--- config.mk ---
export PLATFORM = sky130hd
export DESIGN_NAME = lru_size_eviction_engine_unit
export DESIGN_NICKNAME = d
export VERILOG_FILES = /design/src/hw/rtl/lsee_pkg.sv /design/src/hw/rtl/lru_size_eviction_engine_unit.sv /design/src/hw/rtl/lsee_table.sv
export VERILOG_INCLUDE_DIRS = /design/src /design/src/hw/rtl
export SDC_FILE = /design/constraint.sdc
export NUM_CORES = 2
export LEC_CHECK = 0
export BUFFER_PORTS_ARGS = -buffer_cell sky130_fd_sc_hd__clkbuf_2
export CAP_MARGIN = 20
export CORE_ASPECT_RATIO = 0.9
export CORE_MARGIN = 1
export CORE_UTILIZATION = 63
export CTS_CLUSTER_SIZE = 20
export DETAILED_ROUTE_END_ITERATION = 7
export GPL_TIMING_DRIVEN = 1
export HOLD_SLACK_MARGIN = 0.02
export PLACE_DENSITY_LB_ADDON = 0.3
export SLEW_MARGIN = 20
export SYNTH_ARGS = -nofsm -noshare
export SYNTH_HDL_FRONTEND = slang
export SYNTH_HIERARCHICAL = 1
export SYNTH_SLANG_ARGS = --single-unit
--- constraint.sdc ---
create_clock -name clk -period 10.8 [get_ports clk]
set_input_delay 0.54 -clock clk [delete_from_list [all_inputs] [get_ports clk]]
set_output_delay 0.54 -clock clk [all_outputs]
set_load 0.02 [all_outputs]
--- src/hw/rtl/lru_size_eviction_engine_unit_defines.svh ---
`ifndef LRU_SIZE_EVICTION_ENGINE_UNIT_DEFINES_SVH
`define LRU_SIZE_EVICTION_ENGINE_UNIT_DEFINES_SVH

// same-cycle implication, held off during reset
`define LSEE_ASSERT_NOW(lbl, ante, cons, msg) \
  lbl: assert property (@(posedge clk) disable iff (rst) (ante) |-> (cons)) else $error(msg);

// implication checked on the following edge
`define LSEE_ASSERT_NEXT(lbl, ante, cons, msg) \
  lbl: assert property (@(posedge clk) disable iff (rst) (ante) |=> (cons)) else $error(msg);

`endif

--- src/hw/rtl/lsee_pkg.sv ---
`timescale 1ns / 1ps

package lsee_pkg;

  localparam int unsigned ENTRIES     = 32;
  localparam int unsigned STAMP_LIMIT = 32768;
  localparam int unsigned IDX_W       = $clog2(ENTRIES);

  localparam logic [1:0] FUNC_MAKE_ROOM = 2'd0;
  localparam logic [1:0] FUNC_TOUCH     = 2'd1;
  localparam logic [1:0] FUNC_RELEASE   = 2'd2;
  localparam logic [1:0] FUNC_INSTALL   = 2'd3;

  localparam logic [1:0] ST_OK        = 2'd0;
  localparam logic [1:0] ST_TOO_LARGE = 2'd1;
  localparam logic [1:0] ST_NOT_FOUND = 2'd2;
  localparam logic [1:0] ST_NO_ROOM   = 2'd3;

  localparam logic [2:0] WR_NONE    = 3'd0;
  localparam logic [2:0] WR_INSTALL = 3'd1;
  localparam logic [2:0] WR_STAMP   = 3'd2;
  localparam logic [2:0] WR_DELETE  = 3'd3;
  localparam logic [2:0] WR_UNCACHE = 3'd4;

  typedef struct packed {
    logic [1:0]  func;
    logic [31:0] file_size;
    logic [14:0] file_number;
    logic [4:0]  slot;
  } in_t;

  typedef struct packed {
    logic [1:0]  status;
    logic        evicted_valid;
    logic [4:0]  evicted_slot;
    logic [31:0] evicted_size;
    logic [31:0] free_bytes;
    logic        last;
  } out_t;

  typedef struct packed {
    logic [2:0]       op;
    logic [IDX_W-1:0] idx;
    logic [14:0]      key;
    logic [31:0]      bytes;
    logic [15:0]      stamp;
  } tbl_wr_t;

  typedef struct packed {
    logic        live;
    logic [15:0] stamp;
    logic [14:0] key;
    logic [31:0] bytes;
  } tbl_rd_t;

endpackage

--- src/hw/rtl/lru_size_eviction_engine_unit.sv ---
`timescale 1ns / 1ps
// channel  | handshake           | payload
// ---------+---------------------+------------------------------
// item     | start, busy         | item (in_t)
// result   | done (one cycle)    | result (out_t)
// config   | cfg_valid/cfg_ready | cfg_data (capacity_kb)
//
// install needs no scan; touch and release scan every entry for the key (key scan).
// make_room checks the free space, then runs a minimum-stamp scan per eviction,
// plus a final scan that finds no candidate; the table read port gives one entry
// per cycle, and evictions and releases share one saturating adder.
// rst is synchronous; the table comes out of reset empty, no clearing pass.
// results cannot be stalled: done pulses once per result; cfg_ready only while
// idle with start low.

module lru_size_eviction_engine_unit (
  input  logic              clk,
  input  logic              rst,
  input  logic              start,
  output logic              busy,
  input  lsee_pkg::in_t     item,
  output logic              done,
  output lsee_pkg::out_t    result,
  input  logic              cfg_valid,
  output logic              cfg_ready,
  input  logic [21:0]       cfg_data
);

  `include "lru_size_eviction_engine_unit_defines.svh"

  localparam logic [2:0] S_IDLE  = 3'd0;
  localparam logic [2:0] S_CHECK = 3'd1;
  localparam logic [2:0] S_SCAN  = 3'd2;
  localparam logic [2:0] S_EVICT = 3'd3;
  localparam logic [2:0] S_FIND  = 3'd4;
  localparam logic [2:0] S_APPLY = 3'd5;

  localparam logic [lsee_pkg::IDX_W-1:0] IDX_LAST = lsee_pkg::IDX_W'(lsee_pkg::ENTRIES - 1);
  localparam logic [15:0] STAMP_INIT = 16'(lsee_pkg::STAMP_LIMIT);

  logic [2:0]                   state;
  lsee_pkg::in_t                cur;
  logic [21:0]                  capacity_kb;
  logic [31:0]                  free_space;
  logic [15:0]                  access_counter;
  logic [lsee_pkg::IDX_W-1:0]   idx;
  logic [lsee_pkg::IDX_W-1:0]   best;
  logic [31:0]                  best_bytes;
  logic [15:0]                  min_stamp;
  logic                         found;

  lsee_pkg::tbl_wr_t wr;
  lsee_pkg::tbl_rd_t rd;

  logic [31:0] cap_bytes;
  logic [32:0] add_sum;
  logic [31:0] free_add;
  logic [31:0] free_install;
  logic [15:0] counter_next;
  logic        accept;
  logic        slot_ok;

  assign busy      = (state != S_IDLE);
  assign cfg_ready = (state == S_IDLE) & ~start;
  assign accept    = start & ~busy;
  assign cap_bytes = {capacity_kb, 10'b0};

  // shared saturating adder for space given back
  assign add_sum  = {1'b0, free_space} + {1'b0, best_bytes};
  assign free_add = add_sum[32] ? 32'hFFFF_FFFF : add_sum[31:0];

  assign free_install = (item.file_size >= free_space) ? 32'd0 : free_space - item.file_size;
  assign counter_next = (access_counter == 16'hFFFF) ? access_counter : access_counter + 16'd1;
  assign slot_ok      = ({27'd0, item.slot} < 32'(lsee_pkg::ENTRIES));

  lsee_table u_table (
    .clk    (clk),
    .rst    (rst),
    .wr     (wr),
    .rd_idx (idx),
    .rd     (rd)
  );

  always_comb begin
    wr       = '0;
    wr.op    = lsee_pkg::WR_NONE;
    wr.idx   = best;
    wr.key   = item.file_number;
    wr.bytes = item.file_size;
    wr.stamp = access_counter;
    case (state)
      S_IDLE: begin
        if (accept && item.func == lsee_pkg::FUNC_INSTALL && slot_ok) begin
          wr.op    = lsee_pkg::WR_INSTALL;
          wr.idx   = lsee_pkg::IDX_W'(item.slot);
          wr.stamp = counter_next;
        end
      end
      S_EVICT: begin
        if (found) begin
          wr.op = lsee_pkg::WR_DELETE;
        end
      end
      S_APPLY: begin
        if (found) begin
          wr.op = (cur.func == lsee_pkg::FUNC_TOUCH) ? lsee_pkg::WR_STAMP
                                                    : lsee_pkg::WR_UNCACHE;
        end
      end
      default: begin
      end
    endcase
  end

  always_ff @(posedge clk) begin
    if (rst) begin
      state          <= S_IDLE;
      capacity_kb    <= 22'd1024;
      free_space     <= {22'd1024, 10'b0};
      access_counter <= '0;
      done           <= 1'b0;
      found          <= 1'b0;
      idx            <= '0;
    end else begin
      done <= 1'b0;
      case (state)
        S_IDLE: begin
          if (accept) begin
            cur   <= item;
            idx   <= '0;
            found <= 1'b0;
            case (item.func)
              lsee_pkg::FUNC_MAKE_ROOM: begin
                state <= S_CHECK;
              end
              lsee_pkg::FUNC_TOUCH: begin
                access_counter <= counter_next;
                state          <= S_FIND;
              end
              lsee_pkg::FUNC_RELEASE: begin
                state <= S_FIND;
              end
              default: begin
                access_counter <= counter_next;
                done           <= 1'b1;
                result         <= '0;
                result.status  <= lsee_pkg::ST_OK;
                result.last    <= 1'b1;
                if (slot_ok) begin
                  free_space        <= free_install;
                  result.free_bytes <= free_install;
                end else begin
                  result.free_bytes <= free_space;
                end
              end
            endcase
          end else if (cfg_valid) begin
            capacity_kb <= cfg_data;
            free_space  <= {cfg_data, 10'b0};
          end
        end
        S_CHECK: begin
          if (cur.file_size > cap_bytes) begin
            done              <= 1'b1;
            result            <= '0;
            result.status     <= lsee_pkg::ST_TOO_LARGE;
            result.free_bytes <= free_space;
            result.last       <= 1'b1;
            state             <= S_IDLE;
          end else if (cur.file_size >= free_space) begin
            idx       <= '0;
            found     <= 1'b0;
            min_stamp <= STAMP_INIT;
            state     <= S_SCAN;
          end else begin
            done              <= 1'b1;
            result            <= '0;
            result.status     <= lsee_pkg::ST_OK;
            result.free_bytes <= free_space;
            result.last       <= 1'b1;
            state             <= S_IDLE;
          end
        end
        S_SCAN: begin
          if (rd.live && rd.stamp < min_stamp) begin
            min_stamp  <= rd.stamp;
            best       <= idx;
            best_bytes <= rd.bytes;
            found      <= 1'b1;
          end
          if (idx == IDX_LAST) begin
            state <= S_EVICT;
          end else begin
            idx <= idx + lsee_pkg::IDX_W'(1);
          end
        end
        S_EVICT: begin
          done   <= 1'b1;
          result <= '0;
          if (!found) begin
            result.status     <= lsee_pkg::ST_NO_ROOM;
            result.free_bytes <= free_space;
            result.last       <= 1'b1;
            state             <= S_IDLE;
          end else begin
            free_space           <= free_add;
            result.status        <= lsee_pkg::ST_OK;
            result.evicted_valid <= 1'b1;
            result.evicted_slot  <= 5'(best);
            result.evicted_size  <= best_bytes;
            result.free_bytes    <= free_add;
            state                <= S_CHECK;
          end
        end
        S_FIND: begin
          if (rd.live && rd.key == cur.file_number && !found) begin
            best       <= idx;
            best_bytes <= rd.bytes;
            found      <= 1'b1;
          end
          if (idx == IDX_LAST) begin
            state <= S_APPLY;
          end else begin
            idx <= idx + lsee_pkg::IDX_W'(1);
          end
        end
        S_APPLY: begin
          done        <= 1'b1;
          result      <= '0;
          result.last <= 1'b1;
          state       <= S_IDLE;
          if (!found) begin
            result.status     <= lsee_pkg::ST_NOT_FOUND;
            result.free_bytes <= free_space;
          end else if (cur.func == lsee_pkg::FUNC_TOUCH) begin
            result.status     <= lsee_pkg::ST_OK;
            result.free_bytes <= free_space;
          end else begin
            free_space        <= free_add;
            result.status     <= lsee_pkg::ST_OK;
            result.free_bytes <= free_add;
          end
        end
        default: begin
          state <= S_IDLE;
        end
      endcase
    end
  end

  `LSEE_ASSERT_NOW(a_mid_is_evict, done && !result.last, result.evicted_valid, "bare mid result")
  `LSEE_ASSERT_NOW(a_mid_ok, done && !result.last, result.status == lsee_pkg::ST_OK, "mid status")
  `LSEE_ASSERT_NOW(a_evict_mid, done && result.evicted_valid, !result.last, "evict is last")
  `LSEE_ASSERT_NEXT(a_accept_moves, accept, busy || done, "item dropped")
  `LSEE_ASSERT_NOW(a_cfg_idle, cfg_ready, !busy, "config ready while working")

endmodule

--- src/hw/rtl/lsee_table.sv ---
`timescale 1ns / 1ps

module lsee_table (
  input  logic                     clk,
  input  logic                     rst,
  input  lsee_pkg::tbl_wr_t        wr,
  input  logic [lsee_pkg::IDX_W-1:0] rd_idx,
  output lsee_pkg::tbl_rd_t        rd
);

  logic [lsee_pkg::ENTRIES-1:0] cached;
  logic [lsee_pkg::ENTRIES-1:0] deleted;
  logic [15:0] stamp [lsee_pkg::ENTRIES];
  logic [31:0] bytes [lsee_pkg::ENTRIES];
  logic [14:0] key   [lsee_pkg::ENTRIES];

  // live marks
  always_ff @(posedge clk) begin
    if (rst) begin
      cached  <= '0;
      deleted <= '0;
    end else begin
      case (wr.op)
        lsee_pkg::WR_INSTALL: begin
          cached[wr.idx]  <= 1'b1;
          deleted[wr.idx] <= 1'b0;
        end
        lsee_pkg::WR_DELETE: begin
          deleted[wr.idx] <= 1'b1;
        end
        lsee_pkg::WR_UNCACHE: begin
          cached[wr.idx] <= 1'b0;
        end
        default: begin
        end
      endcase
    end
  end

  // entry payload
  always_ff @(posedge clk) begin
    case (wr.op)
      lsee_pkg::WR_INSTALL: begin
        stamp[wr.idx] <= wr.stamp;
        bytes[wr.idx] <= wr.bytes;
        key[wr.idx]   <= wr.key;
      end
      lsee_pkg::WR_STAMP: begin
        stamp[wr.idx] <= wr.stamp;
      end
      default: begin
      end
    endcase
  end

  always_comb begin
    rd.live  = cached[rd_idx] & ~deleted[rd_idx];
    rd.stamp = stamp[rd_idx];
    rd.key   = key[rd_idx];
    rd.bytes = bytes[rd_idx];
  end

endmodule
==> metrics.csv <==
metric;value;unit
maximum number of pins on one net before global-route repair;143;
average vias per placed instance;7.103;
cell taking the most area after synthesis;edfxtp_1;
Mean Syn Cell Area;18.36;µm²
port bufs;155;
Pleak;0.03534;µW
delay of the slowest critical-path stage;830;ps
internal power contribution;14940;µW
remaining global-route overflow;0;
global-route wire length before repair;378000;µm
clock buffer depth;3;
RSZ-0062 raised after global routing;no;
Die Y-Extent;372.9;µm
start-to-end type of the worst setup path;flop to flop;
peak ir drop on the vdd network;0.0001671;V
Inst Count DP;7235;
fill cell count;8843;
switch share;0.2322;
clock period minus worst slack;6567;ps
result of the run;finished clean;
number of pins exceeding their max-slew limit in the final report;0;
kind of cell with the highest combined delay on the critical path;buffers and inverters;
ANT nets after route;0;
Seq pwr share;0.518;
clock tree sinks;2335;
H-tree lvl count;4;
number of global-route vias before repair;53450;
sequential fraction of the synthesis area;0.7132;
Die Width;414.1;µm
starting utilization of the core area;0.6369;
cells taking the most area after synthesis;edfxtp_1, mux4_2, dfxtp_1;
total power draw;19450;µW
die area;154400;µm²
DP Area;99620;µm²
switching power summed over all nets;4518;µW
count of cell types in the netlist;84;
Core Box Area;151200;µm²
synthesized instance count;5246;
fraction of final layout cells with drive strength greater than 1;0.2400;
dominant register cell in the synthesized netlist;edfxtp_1;
routability congestion estimate from global placement;0.9947;
Nets;5708;
share of total power in the clock network;0.393;
total half-perimeter wirelength after legalization and detailed placement;149200;µm
cts bufs inserted;213;
number of storage elements in the synthesis netlist;2335;
crit path buf inv count;3;
share of the clock period used by the worst path;0.6081;
Tot GR Track Use;0.3460;
Layout Skew;69.03;ps
number of rows created at floorplan;135;
Total Negative Setup Slacks;0;ps
Least-Margin Pin Slew;1193;ps
portion of total power attributed to combinational logic;0.089;
Rel. slew slack;0.2050;
arrival time at the worst endpoint;7040;ps
Starting DRT DRC Count;8718;
Yosys top cell area share;0.6833;
final setup violating endpoints;0;
CP Launch Type;flop;
clock tree from TritonCTS;built;
Residual DRC;0;
post-CTS clock slew at the launch and capture registers of the worst setup and hold paths;70;ps
PD cells;181.9;nW/µm²
root buffer selected by CTS;clkbuf_16;
Critical Path Fanout Max;45;
required time of the worst setup path;11280;ps
proportion of synthesized flip-flops having asynchronous set or reset;0;
routed via count;54410;
Clk Latency, worst-skew pair;860;ps
number of primary I/O pins;156;
number of max-capacitance violations reported;0;
Post-CTS Repair Setup Buffers;0;
count of non-filler cells in the finished layout;7660;
Mapped Area;96290;µm²
most used cell along the critical path;buf_4;
nets in the synthesized netlist;5467;
area delta synth->final;11.04;%
Final Hold Fails;0;
Highest Clock Rate;152.3;MHz
tightest hold margin;101.4;ps
CP Capture Type;flop;
number of antenna violations at the first check in global routing;22;
type of the tightest min-delay check;input pin to flop;
number of synthesized flops with an enable pin;2191;
final wirelength;266600;µm
ordered list of cells on the worst path;buf_4, buf_4, mux4_2, mux2_2, o22ai_1, nor2_1, ha_1, a2111oi_0, o21ai_0, a21oi_1, nor2_1, nor4b_2, buf_4;
CP max stage cell;dfxtp_4;
Pre-antenna DRT Iters;5;
WL/cell;34.80;µm
Yosys warning total;6;
area of all placed cells without fillers;106900;µm²
## sequential cells by signal, indices dropped and copies added (netlist names), 5 cells and up, named ones only
register and count:
min_stamp 16, best 5, free_space 32, u_table/bytes 1024, idx 5, u_table/key 480
access_counter 16, cur 49, capacity_kb 22, best_bytes 32, u_table/stamp 512, result 73
## power groups by stage
stage | logic (µW) | registers (µW) | clock network (µW)
detailed placement | 1690 | 10300 | 0
global route | 1860 | 10100 | 8010
finish | 1730 | 10100 | 7650
global placement | 1660 | 10300 | 0
CTS | 1710 | 10100 | 7680
floorplan | 1200 | 10200 | 0
## worst paths after layout
path | end | cells past startpoint | slack, ps | from
worst max-delay path | best_bytes[8] | 13 | 4230 | idx[0]
worst min-delay path | capacity_kb[1] | 3 | 100 | cfg_data[1]
worst max register to register | best_bytes[8] | 13 | 4230 | idx[0]
worst min register to register | capacity_kb[9] | 2 | 460 | capacity_kb[9]
## cells in the final DEF (no fill, tap or decap), types with 37 or more instances in the layout
master     netlist  routed
edfxtp_1      2191    2191
mux4_2         566     566
nand2_1        275     274
clkbuf_16        0     216
nor2_1         188     183
a21oi_1        158     156
clkbuf_2         1     154
inv_1          179     148
buf_4           23     142
ha_1           139     139
dfxtp_1        144     139
mux2i_1         87      87
clkinv_2         0      77
mux2_2          74      74
nand3_1         67      67
o21ai_0         63      62
and2_1          61      61
nand2b_1        53      52
o21a_1          47      47
a31oi_1         48      47
xnor2_1         50      43
a32oi_1         42      42
o22ai_1         39      39
xor2_1          42      38
clkinv_1         0      38
clkbuf_1       154      37
## synth_stat cells, types with 50 or more instances
cell type  number
ha_1          139
edfxtp_1     2191
mux2i_1        87
a21oi_1       158
nor2_1        188
o21ai_0        63
clkbuf_1      154
xnor2_1        50
and2_1         61
dfxtp_1       144
mux2_2         74
nand2b_1       53
nand2_1       275
mux4_2        566
inv_1         179
nand3_1        67
buf_2          90
## worst min-delay path: cells and delay by family
family | cells | cell delay, ps
compound gates | 1 | 60
buf+inv | 1 | 150
simple gates | 1 | 90
## what timing repair did
item,CTS,global route
hold buffers,23,0
hold endpoints to repair,23,0
resized for setup,0,0
## logic make-up after synthesis
family	Yosys count	share of synthesized area
multiplexers	727	0.1501
buffers and inverters	477	0.02118
adder cells (fa/ha/maj)	141	0.01848
AO/OA/AOI/OAI	694	0.05056
XOR/XNOR	92	0.008368
AND/OR/NAND/NOR	780	0.03812
flip-flops	2335	0.7132
## layer usage
metal  global-route usage  part of all wire
met5                    0           0.00019
met4               0.1228             0.038
met3              0.07812              0.14
met2               0.5246              0.46
met1               0.5016              0.36
## area by class of cell
class,instances,area (µm²),share of cell area
sequential,2335,68690,0.6424
multi-input combinational,2434,25800,0.2413
clock buffer,263,5682,0.05314
tap,1986,2485,0.02324
timing repair buffer,324,2167,0.02027
clock inverter,131,1364,0.01275
inverter,179,710.7,0.006646
antenna,8,20.02,0.0001872
## per-stage QoR
stage          worst slack [ps]  utilization
6_report                   4233       0.7073
3_3_place_gp               4526       0.6589
4_1_cts                    4220       0.7071
5_1_grt                    3762       0.7073
3_5_place_dp               4385       0.6589
2_1_floorplan              2804            -
No activity file was read; power rests on OpenSTA's default activity.
